File: src/rtl/core/hsv_pkg.sv
// ----------------------------------------------------------------------------
// hsv_pkg
// shared types and constants for the hsv to rgb converter pipeline
// ----------------------------------------------------------------------------
package hsv_pkg;

  // input beat: one colour in hsv form
  typedef struct packed {
    logic [15:0] hue_centideg;
    logic [6:0]  sat_pct;
    logic [6:0]  val_pct;
  } hsv_t;

  // result beat: one colour in rgb form
  typedef struct packed {
    logic [7:0] red;
    logic [7:0] green;
    logic [7:0] blue;
  } rgb_t;

  // 60 degree hue sectors
  typedef enum logic [2:0] {
    SEC_RED_YELLOW    = 3'd0,
    SEC_YELLOW_GREEN  = 3'd1,
    SEC_GREEN_CYAN    = 3'd2,
    SEC_CYAN_BLUE     = 3'd3,
    SEC_BLUE_MAGENTA  = 3'd4,
    SEC_MAGENTA_RED   = 3'd5
  } sector_t;

  // lane order inside the numerator and code vectors
  localparam int unsigned LANE_MAX = 0;
  localparam int unsigned LANE_MID = 1;
  localparam int unsigned LANE_MIN = 2;
  localparam int unsigned LANES    = 3;

  localparam logic [15:0] FULL_TURN   = 16'd36000;
  localparam logic [12:0] SECTOR_SPAN = 13'd6000;
  localparam logic [6:0]  PCT_MAX     = 7'd100;

  // start of each sector in centidegrees
  localparam logic [5:0][15:0] SECTOR_BASE = {
    16'd30000, 16'd24000, 16'd18000, 16'd12000, 16'd6000, 16'd0
  };

  // value scale: one percent of value in units of 1/60e6
  localparam logic [19:0] VAL_UNIT = 20'd600000;

  // code = floor(n * 255 / 60e6) = floor(floor(n * 17 / 256) / 15625)
  localparam int unsigned RECIP_SHIFT = 36;
  localparam logic [22:0] RECIP       = 23'd4398047;  // ceil(2^36 / 15625)

  // hue sector, mid-component weight and chroma product
  typedef struct packed {
    sector_t     sector;
    logic [12:0] frac;   // 6000 - distance from sector midpoint fold
    logic [13:0] sv;     // sat * val
    logic [6:0]  val;
  } prep_t;

  // numerators over 60e6 for the largest, middle and smallest component
  typedef struct packed {
    sector_t               sector;
    logic [LANES-1:0][25:0] n;
  } num_t;

  // 8-bit codes of the three components
  typedef struct packed {
    sector_t               sector;
    logic [LANES-1:0][7:0] code;
  } code_t;

endpackage

File: src/rtl/core/hsv_prep.sv
// ----------------------------------------------------------------------------
// hsv_prep
// input range folding, sector split and chroma product (two stages)
// ----------------------------------------------------------------------------
module hsv_prep (
  input  logic           clk,
  input  logic           rst,
  input  logic           in_valid,
  input  hsv_pkg::hsv_t  in_beat,
  output logic           out_valid,
  output hsv_pkg::prep_t out_beat
);
  import hsv_pkg::*;

  logic        valid1;
  logic [15:0] hue1;
  logic [6:0]  sat1;
  logic [6:0]  val1;

  sector_t     sector;
  logic [15:0] offset;
  logic [12:0] rem;

  // stage 1: wrap hue, clamp percentages
  always_ff @(posedge clk) begin
    if (rst) begin
      valid1 <= 1'b0;
    end else begin
      valid1 <= in_valid;
    end
    hue1 <= (in_beat.hue_centideg >= FULL_TURN) ? in_beat.hue_centideg - FULL_TURN
                                                : in_beat.hue_centideg;
    sat1 <= (in_beat.sat_pct > PCT_MAX) ? PCT_MAX : in_beat.sat_pct;
    val1 <= (in_beat.val_pct > PCT_MAX) ? PCT_MAX : in_beat.val_pct;
  end

  // stage 2: sector and position inside it
  always_comb begin
    if (hue1 >= SECTOR_BASE[5]) begin
      sector = SEC_MAGENTA_RED;
    end else if (hue1 >= SECTOR_BASE[4]) begin
      sector = SEC_BLUE_MAGENTA;
    end else if (hue1 >= SECTOR_BASE[3]) begin
      sector = SEC_CYAN_BLUE;
    end else if (hue1 >= SECTOR_BASE[2]) begin
      sector = SEC_GREEN_CYAN;
    end else if (hue1 >= SECTOR_BASE[1]) begin
      sector = SEC_YELLOW_GREEN;
    end else begin
      sector = SEC_RED_YELLOW;
    end
    offset = hue1 - SECTOR_BASE[sector];
    rem    = offset[12:0];
  end

  always_ff @(posedge clk) begin
    if (rst) begin
      out_valid <= 1'b0;
    end else begin
      out_valid <= valid1;
    end
    out_beat.sector <= sector;
    // odd sectors fall from full chroma, even sectors rise
    out_beat.frac   <= sector[0] ? SECTOR_SPAN - rem : rem;
    out_beat.sv     <= 14'(sat1) * 14'(val1);
    out_beat.val    <= val1;
  end

endmodule

File: src/rtl/core/hsv_scale.sv
// ----------------------------------------------------------------------------
// hsv_scale
// component numerators over the common denominator 60e6 (two stages)
// ----------------------------------------------------------------------------
module hsv_scale (
  input  logic           clk,
  input  logic           rst,
  input  logic           in_valid,
  input  hsv_pkg::prep_t in_beat,
  output logic           out_valid,
  output hsv_pkg::num_t  out_beat
);
  import hsv_pkg::*;

  logic        valid3;
  sector_t     sector3;
  logic [25:0] v_full;
  logic [25:0] c_full;
  logic [25:0] x_full;
  logic [25:0] n_min;

  // stage 3: value, chroma and secondary products
  always_ff @(posedge clk) begin
    if (rst) begin
      valid3 <= 1'b0;
    end else begin
      valid3 <= in_valid;
    end
    sector3 <= in_beat.sector;
    v_full  <= 26'(in_beat.val) * 26'(VAL_UNIT);
    c_full  <= 26'(in_beat.sv) * 26'(SECTOR_SPAN);
    x_full  <= 26'(in_beat.sv) * 26'(in_beat.frac);
  end

  // offset m = v - c never goes negative since s <= 100
  assign n_min = v_full - c_full;

  // stage 4: max = c + m = v, mid = x + m, min = m
  always_ff @(posedge clk) begin
    if (rst) begin
      out_valid <= 1'b0;
    end else begin
      out_valid <= valid3;
    end
    out_beat.sector      <= sector3;
    out_beat.n[LANE_MAX] <= v_full;
    out_beat.n[LANE_MID] <= n_min + x_full;
    out_beat.n[LANE_MIN] <= n_min;
  end

endmodule

File: src/rtl/core/hsv_code.sv
// ----------------------------------------------------------------------------
// hsv_code
// scales numerators to 8-bit codes, floor(n * 255 / 60e6) (two stages)
// ----------------------------------------------------------------------------
module hsv_code (
  input  logic           clk,
  input  logic           rst,
  input  logic           in_valid,
  input  hsv_pkg::num_t  in_beat,
  output logic           out_valid,
  output hsv_pkg::code_t out_beat
);
  import hsv_pkg::*;

  logic                   valid5;
  sector_t                sector5;
  logic [LANES-1:0][30:0] p17;
  logic [LANES-1:0][21:0] a5;
  logic [LANES-1:0][44:0] prod;

  // n * 17 as shift and add
  always_comb begin
    for (int i = 0; i < LANES; i++) begin
      p17[i] = {1'b0, in_beat.n[i], 4'b0000} + 31'(in_beat.n[i]);
    end
  end

  // stage 5: drop the power-of-two part of 4e6
  always_ff @(posedge clk) begin
    if (rst) begin
      valid5 <= 1'b0;
    end else begin
      valid5 <= in_valid;
    end
    sector5 <= in_beat.sector;
    for (int i = 0; i < LANES; i++) begin
      a5[i] <= p17[i][29:8];
    end
  end

  // divide by 15625 through the reciprocal, exact for a below 2^22
  always_comb begin
    for (int i = 0; i < LANES; i++) begin
      prod[i] = 45'(a5[i]) * 45'(RECIP);
    end
  end

  // stage 6
  always_ff @(posedge clk) begin
    if (rst) begin
      out_valid <= 1'b0;
    end else begin
      out_valid <= valid5;
    end
    out_beat.sector <= sector5;
    for (int i = 0; i < LANES; i++) begin
      out_beat.code[i] <= prod[i][RECIP_SHIFT+7:RECIP_SHIFT];
    end
  end

endmodule

File: src/rtl/core/hsv_to_rgb_converter_unit.sv
// ----------------------------------------------------------------------------
// hsv_to_rgb_converter_unit
// hsv colour to 8-bit rgb, exact rational arithmetic, fully pipelined
// ----------------------------------------------------------------------------
// usage: present a colour on hsv and raise start; busy is always low, so a
// beat is taken on every cycle that start is high. the rgb result comes out
// once its beat has passed through the pipeline, on rgb with done high for exactly
// one cycle. the receiver cannot hold results off, so it must take every
// result in the cycle it appears. one beat per clock is sustained; the
// seven-stage register pipeline (range fold, sector split, three products,
// numerator sums, scale by 17/256, reciprocal divide, channel select) sets
// the latency. hue at or above 36000 wraps once by 36000, saturation and
// value above 100 clamp to 100. each channel is floor(255 * (comp + m)),
// truncated exactly, never above 255.
module hsv_to_rgb_converter_unit (
  input  logic          clk,
  input  logic          rst,
  input  logic          start,
  output logic          busy,
  input  hsv_pkg::hsv_t hsv,
  output logic          done,
  output hsv_pkg::rgb_t rgb
);
  import hsv_pkg::*;

  // the pipeline never stalls, so every start is a taken beat
  logic  accept;

  logic  prep_valid;
  prep_t prep_beat;
  logic  num_valid;
  num_t  num_beat;
  logic  code_valid;
  code_t code_beat;

  logic [7:0] c_max;
  logic [7:0] c_mid;
  logic [7:0] c_min;
  rgb_t       rgb_next;

  assign busy   = 1'b0;
  assign accept = start && !busy;

  // stages 1-2: hue wrap, clamps, sector, chroma product
  hsv_prep u_prep (
    .clk       (clk),
    .rst       (rst),
    .in_valid  (accept),
    .in_beat   (hsv),
    .out_valid (prep_valid),
    .out_beat  (prep_beat)
  );

  // stages 3-4: numerators of the max, mid and min components
  hsv_scale u_scale (
    .clk       (clk),
    .rst       (rst),
    .in_valid  (prep_valid),
    .in_beat   (prep_beat),
    .out_valid (num_valid),
    .out_beat  (num_beat)
  );

  // stages 5-6: numerators to 8-bit codes
  hsv_code u_code (
    .clk       (clk),
    .rst       (rst),
    .in_valid  (num_valid),
    .in_beat   (num_beat),
    .out_valid (code_valid),
    .out_beat  (code_beat)
  );

  assign c_max = code_beat.code[LANE_MAX];
  assign c_mid = code_beat.code[LANE_MID];
  assign c_min = code_beat.code[LANE_MIN];

  // stage 7: the sector decides which channel gets which component
  always_comb begin
    case (code_beat.sector)
      SEC_RED_YELLOW: begin
        rgb_next = '{red: c_max, green: c_mid, blue: c_min};
      end
      SEC_YELLOW_GREEN: begin
        rgb_next = '{red: c_mid, green: c_max, blue: c_min};
      end
      SEC_GREEN_CYAN: begin
        rgb_next = '{red: c_min, green: c_max, blue: c_mid};
      end
      SEC_CYAN_BLUE: begin
        rgb_next = '{red: c_min, green: c_mid, blue: c_max};
      end
      SEC_BLUE_MAGENTA: begin
        rgb_next = '{red: c_mid, green: c_min, blue: c_max};
      end
      default: begin
        // magenta to red
        rgb_next = '{red: c_max, green: c_min, blue: c_mid};
      end
    endcase
  end

  // output register: one-cycle strobe per result beat
  always_ff @(posedge clk) begin
    if (rst) begin
      done <= 1'b0;
    end else begin
      done <= code_valid;
    end
    rgb <= rgb_next;
  end

endmodule

File: config.mk
export PLATFORM = sky130hd
export DESIGN_NAME = hsv_to_rgb_converter_unit
export DESIGN_NICKNAME = d
export VERILOG_FILES = /design/src/rtl/core/hsv_pkg.sv /design/src/rtl/core/hsv_prep.sv /design/src/rtl/core/hsv_scale.sv /design/src/rtl/core/hsv_code.sv /design/src/rtl/core/hsv_to_rgb_converter_unit.sv
export SDC_FILE = /design/constraint.sdc
export NUM_CORES = 2
export LEC_CHECK = 0
export ABC_AREA = 1
export BUFFER_PORTS_ARGS = -buffer_cell sky130_fd_sc_hd__buf_2
export CORE_UTILIZATION = 55
export DETAILED_ROUTE_END_ITERATION = 7
export PLACE_DENSITY = 0.71
export SLEW_MARGIN = 20
export SYNTH_ARGS = -nofsm -noshare
export SYNTH_HDL_FRONTEND = slang
export SYNTH_HIERARCHICAL = 1
export SYNTH_SLANG_ARGS = --single-unit
File: constraint.sdc
create_clock -name clk -period 16 [get_ports clk]
set_input_delay 3.2 -clock clk [delete_from_list [all_inputs] [get_ports clk]]
set_output_delay 3.2 -clock clk [all_outputs]
set_load 0.05 [all_outputs]
[Yosys cells after proc, flatten, opt, wreduce, memory -nomap -nowiden]
Memories as Yosys holds them, arrays and structs flattened.
Index checks and enable logic that the tools add are counted.
Storage, ports and cells
  register bits: 340
  ROM bits: 128
  bits of input ports: 33
  output and inout bits: 26
  logic and storage cells: 72
  memories: 1
Memories
  (name not given): depth 8, bits a word 16, rd ports 1, clocked after Yosys merged registers in 0, wr ports 0, line hsv_prep.sv:52  | offset = hue1 - SECTOR_BASE[sector];
Cells by class
  $add $sub $neg: 8
  $mul: 7
  magnitude comparators: 9
  equality and inequality tests: 4
  multiplexer cells: 9
  reductions and logical operators: 1
Operators with widths (number)
  $mul A22 B23 Y44 const B: 3
  $pmux W24 S5: 1
  $add A30 B26 Y30: 3
  $ge A16 B15 Y1 const B: 3
  $add A26 B26 Y26: 1
  $mul A14 B13 Y26: 1
  $mux W13: 2
  $sub A26 B26 Y26: 1
  $mul A14 B9 Y22 const B: 1
  $mul A7 B14 Y20 const B: 1
  $ge A16 B13 Y1 const B: 1
  $ge A16 B14 Y1 const B: 1
  $ge A16 B16 Y1 const B: 1
  $mux W16: 1
  $sub A16 B16 Y16 const B: 1
  $gt A7 B7 Y1 const B: 2
  $mul A7 B7 Y14: 1
  $sub A13 B13 Y13: 1
  $sub A13 B13 Y13 const A: 1
  $mux W3: 4
  $eq A3 B2 Y1 const B: 2
  $lt A3 B4 Y1 const B: 1
  $eq A3 B1 Y1 const B: 1
  $eq A3 B3 Y1 const B: 1
  other kinds (2): 2

[Longest topological paths before layout]
  depth after elaboration: 11
  depth in mapped cells: 28

[Hierarchy]
Netlist, hierarchy kept.
By module, submodules not included
  hsv_code: instances 1, cells an instance 4448, area each 33957.6 sq um, sequential area each 1961.9 sq um
  hsv_scale: instances 1, cells an instance 1932, area each 15970.3 sq um, sequential area each 2882.8 sq um
  hsv_prep: instances 1, cells an instance 568, area each 4423.0 sq um, sequential area each 1381.3 sq um
  hsv_to_rgb_converter_unit: instances 1, cells an instance 189, area each 1317.5 sq um, sequential area each 500.5 sq um

[Worst setup path after synthesis]
OpenSTA, ideal clock, no wires.
  path kind: reg-to-reg
  from: reg u_code/a5[63] (netlist name)
  to: reg u_code/out_beat[22] (netlist name)
  library setup time: 0.113 ns
  arrival: 5.224 ns
  slack: 10.663 ns
  stages on the path, launching flop included: 22
  buffers on the path: 0
  cell sequence: dfxtp_1 fa_1 inv_1 fa_1 inv_1 fa_1 fa_1 fa_1 fa_1 inv_1 fa_1 inv_1 ha_1 nand2_1 nor2_1 inv_1 nor2_1 nand3_1 nor2_1 nand2_1 nand4_1 nand2_1
RTL lines
  start, declared: line hsv_code.sv:18  | logic [LANES-1:0][21:0] a5;
  start signal, assigned by index: line hsv_code.sv:37  | a5[i] <= p17[i][29:8];
  end, declared: line hsv_code.sv:11  | output hsv_pkg::code_t out_beat

==> impl_metrics.prom <==
# TYPE chip_impl_metric gauge
chip_impl_info{name="status",value="finished clean"} 1
chip_impl_info{name="main_combinational_cell_family_by_area_after_synthesis",value="adder cells"} 1
chip_impl_info{name="critPathSlowestCell",value="sky130_fd_sc_hd__fa_1"} 1
chip_impl_info{name="synth_largest_area_cell",value="sky130_fd_sc_hd__fa_1"} 1
chip_impl_metric{name="route.met3.wl",unit="um"} 7330
chip_impl_info{name="netlist_top_cells_area",value="sky130_fd_sc_hd__fa_1, sky130_fd_sc_hd__ha_1, sky130_fd_sc_hd__inv_1"} 1
chip_impl_metric{name="post_route_minimum_period",unit="ns"} 5.77
chip_impl_metric{name="routed_antenna_nets",unit=""} 0
chip_impl_info{name="cts_tree",value="built"} 1
chip_impl_metric{name="detail_route.vias_per_cell",unit=""} 5.11
chip_impl_metric{name="clock_tree.buffer_depth",unit=""} 3
chip_impl_metric{name="slew_viol_final",unit=""} 0
chip_impl_metric{name="firstDrtPassIters",unit=""} 7
chip_impl_info{name="synth_ff_type",value="sky130_fd_sc_hd__dfxtp_1"} 1
chip_impl_metric{name="cts_made_buffers",unit=""} 42
chip_impl_info{name="yosys.cell_count.top_type",value="sky130_fd_sc_hd__inv_1"} 1
chip_impl_metric{name="syn_area",unit="sq um"} 55700
chip_impl_info{name="timing.hold.worst.class",value="reg -> reg"} 1
chip_impl_metric{name="setup_viol_count_final",unit=""} 0
chip_impl_metric{name="grt_usage",unit=""} 0.277
chip_impl_info{name="rsz0062_at_grt",value="no"} 1
chip_impl_metric{name="synthToLayoutAreaGrowth",unit="%"} 5.77
chip_impl_metric{name="clkSlewWorstSetupHoldPaths",unit="ns"} 0.06
chip_impl_metric{name="avgSynthCellArea",unit="sq um"} 7.80
chip_impl_metric{name="cts_resized",unit=""} 0
chip_impl_metric{name="io_buffer_count",unit=""} 57
chip_impl_metric{name="synth-simple-area-share",unit=""} 0.186
chip_impl_metric{name="synth_top_cell_area_share",unit=""} 0.273
chip_impl_metric{name="seq_area_frac_synth",unit=""} 0.121
chip_impl_metric{name="grt_first_pass_wirelength",unit="um"} 227000
chip_impl_metric{name="synth-adder-area-share",unit=""} 0.485
chip_impl_metric{name="maximum_net_fanout_on_the_critical_path",unit=""} 6
chip_impl_metric{name="synth_enable_flop_cells",unit=""} 0
chip_impl_metric{name="ys.warnings.count",unit=""} 6
chip_impl_metric{name="critical_path.max_stage_delay",unit="ns"} 0.62
chip_impl_metric{name="crit_arrival",unit="ns"} 6.26
chip_impl_metric{name="gp_congestion",unit=""} 1.02
chip_impl_metric{name="num_vias",unit=""} 43600
chip_impl_metric{name="full_die_area",unit="sq um"} 102000
chip_impl_metric{name="ys_types",unit=""} 58
chip_impl_metric{name="ctsHoldBuffers",unit=""} 0
chip_impl_metric{name="remaining_drc_errors",unit=""} 0
chip_impl_metric{name="synth.area.mux_share",unit=""} 0
chip_impl_metric{name="grt_pass1_vias",unit=""} 45100
chip_impl_metric{name="route.detailed.wl_per_inst",unit="um"} 16.0
chip_impl_metric{name="actual_slew_at_the_worst_max_slew_pin",unit="ns"} 1.04
chip_impl_metric{name="layout-drive-gt1-share",unit=""} 0.0329
chip_impl_metric{name="placementRows",unit=""} 116
chip_impl_metric{name="wl_met1",unit="um"} 61700
chip_impl_metric{name="synth-async-reset-ratio",unit=""} 0
chip_impl_metric{name="die_y",unit="um"} 320
chip_impl_metric{name="multiInputGateArea",unit="sq um"} 41700
chip_impl_metric{name="cts_htree_levels",unit=""} 2
chip_impl_metric{name="fin_crit_sh",unit=""} 0.360
chip_impl_metric{name="number_of_storage_elements_in_the_synthesis_netlist",unit=""} 336
chip_impl_info{name="cts_root_buf",value="sky130_fd_sc_hd__clkbuf_16"} 1
chip_impl_metric{name="grt_antenna_before_repair",unit=""} 0
chip_impl_metric{name="synthCells",unit=""} 7137
chip_impl_metric{name="hold_viol",unit=""} 0
chip_impl_metric{name="area.sequential",unit="sq um"} 6730
chip_impl_metric{name="worst_slew_margin_rel",unit=""} 0.306
chip_impl_metric{name="setup_tns",unit="ns"} 0
chip_impl_info{name="crit_path_cell_chain",value="fa_1 -> inv_1 -> fa_1 -> inv_1 -> fa_1 -> fa_1 -> fa_1 -> fa_1 -> inv_1 -> fa_1 -> inv_1 -> ha_1 -> nand2_1 -> nor2_1 -> inv_1 -> nor2_1 -> nand3_1 -> nor2_1 -> nand2_1 -> nand4_1 -> nand2_1"} 1
chip_impl_metric{name="largest_net_degree_at_the_start_of_global_routing",unit=""} 21
chip_impl_metric{name="fin_worst_skew",unit="ns"} 0.0311
chip_impl_metric{name="routed_met2_length",unit="um"} 64200
chip_impl_info{name="topRoutingLayerUsed",value="met4"} 1
chip_impl_metric{name="fill_cells",unit=""} 9280
chip_impl_metric{name="cap_violations",unit=""} 0
chip_impl_metric{name="r2r_setup_slack",unit="ns"} 10.23
chip_impl_metric{name="compound_cell_area_share_of_the_yosys_netlist",unit=""} 0.0496
chip_impl_metric{name="worst_skew_pair.late_latency",unit="ns"} 0.62
chip_impl_metric{name="post-cts-setup-buffers",unit=""} 0
chip_impl_info{name="cpMostUsedCell",value="sky130_fd_sc_hd__fa_1"} 1
chip_impl_metric{name="i_o_pin_count",unit=""} 59
chip_impl_info{name="critPathCaptureType",value="flip-flop"} 1
chip_impl_info{name="yosys-top-cells-count",value="sky130_fd_sc_hd__inv_1, sky130_fd_sc_hd__nand2_1, sky130_fd_sc_hd__ha_1"} 1
chip_impl_metric{name="postRouteWirelength",unit="um"} 137000
chip_impl_metric{name="nets",unit=""} 8939
chip_impl_metric{name="grt_overflow_total",unit=""} 0
chip_impl_info{name="critical_path_class",value="reg -> reg"} 1
chip_impl_metric{name="cts_num_sinks",unit=""} 336
chip_impl_metric{name="cp_data_required_time",unit="ns"} 16.50
chip_impl_metric{name="drt-initial-drc-count",unit=""} 2640
chip_impl_metric{name="fmax",unit="MHz"} 173
chip_impl_metric{name="detailed_placer_s_ending_hpwl",unit="um"} 120000
chip_impl_metric{name="antenna_cells_inserted",unit=""} 0
chip_impl_metric{name="floorplan.core_area",unit="sq um"} 100000
chip_impl_info{name="crit_path_start_kind",value="flip-flop"} 1
chip_impl_metric{name="floorplan.initialDensity",unit=""} 0.556
chip_impl_metric{name="die_width",unit="um"} 320
chip_impl_metric{name="synthXorXnorAreaFrac",unit=""} 0.0283
state kept, by name, summed over array words and instances (netlist names), 3 cells and up:
name / count
u_prep/val1: 7
u_code/a5: 66
u_prep/out_beat: 37
u_scale/sector3: 3
u_code/out_beat: 27
u_prep/sat1: 7
u_scale/x_full: 26
rgb: 24
u_scale/v_full: 20
u_code/sector5: 3
u_scale/out_beat: 71
u_prep/hue1: 16
u_scale/c_full: 22
layout make-up:
cell class | count | share of cell area
multi-input cells | 4908 | 0.709
clock buffers | 48 | 0.0189
repair buffers | 70 | 0.00650
clock inverters | 30 | 0.00623
inverters | 1845 | 0.118
well taps | 1298 | 0.0276
flip-flops and latches | 336 | 0.114
cells in the final DEF (no fill, tap or decap), types with 20 or more instances in the layout:
master	synthesis	layout
sky130_fd_sc_hd__nand4_1	65	65
sky130_fd_sc_hd__nor2_1	445	445
sky130_fd_sc_hd__dfxtp_1	336	336
sky130_fd_sc_hd__clkbuf_16	0	43
sky130_fd_sc_hd__a21oi_1	255	255
sky130_fd_sc_hd__inv_1	1836	1836
sky130_fd_sc_hd__nand2_2	20	20
sky130_fd_sc_hd__o21ai_0	97	97
sky130_fd_sc_hd__nor3_1	47	47
sky130_fd_sc_hd__ha_1	944	944
sky130_fd_sc_hd__nand2_1	1644	1644
sky130_fd_sc_hd__a21o_1	24	24
sky130_fd_sc_hd__nand3_1	234	234
sky130_fd_sc_hd__xnor2_1	51	51
sky130_fd_sc_hd__fa_1	759	759
sky130_fd_sc_hd__buf_2	4	57
sky130_fd_sc_hd__o21bai_1	38	38
sky130_fd_sc_hd__xor2_1	129	129
routing by layer:
metal,global-route usage,vias up
met5,0,-
met2,0.473,1000
met3,0.0383,195
met1,0.367,20700
li1,-,21700
met4,0.0738,0
logic make-up after synthesis:
family                     after synthesis
and+or+nand+nor                       2528
buffers and inverters                 1902
adders and majority gates             1703
AOI/OAI and AO/OA                      486
DFF                                    336
xor gates and xnor gates               180
other                                    2
worst paths after layout:
path,depth (start not counted),from,to
worst max-delay path,21,u_code/a5[63],u_code/out_beat[22]
worst min register to register,0,u_code/sector5[0],u_code/out_beat[24]
worst min-delay path,0,u_code/sector5[0],u_code/out_beat[24]
worst max register to register,21,u_code/a5[63],u_code/out_beat[22]
worst max-delay path: cells and delay by family (launching register included):
| family | cells | cell delay (ns) |
|---|---|---|
| adders and majority gates | 8 | 4.10 |
| and+or+nand+nor | 8 | 0.80 |
| DFF | 1 | 0.39 |
| buffers and inverters | 5 | 0.34 |
stage by stage:
stage / cell area [sq um] / utilization / hold WS [ns] / worst slack [ns] / cells
6_report: 58900 / 0.588 / 0.321 / 10.23 / 8535
5_1_grt: 58900 / 0.588 / 0.331 / 9.86 / 8535
4_1_cts: 58900 / 0.588 / 0.321 / 10.24 / 8535
3_5_place_dp: 57400 / 0.573 / 0.312 / 10.27 / 8457
3_3_place_gp: 57400 / 0.573 / 0.311 / 10.34 / 8457
2_1_floorplan: 55700 / - / 0.310 / 10.66 / 7146
Power is not shown: default switching activity piles up to over one toggle a cycle in this logic, so the estimate is an artifact.
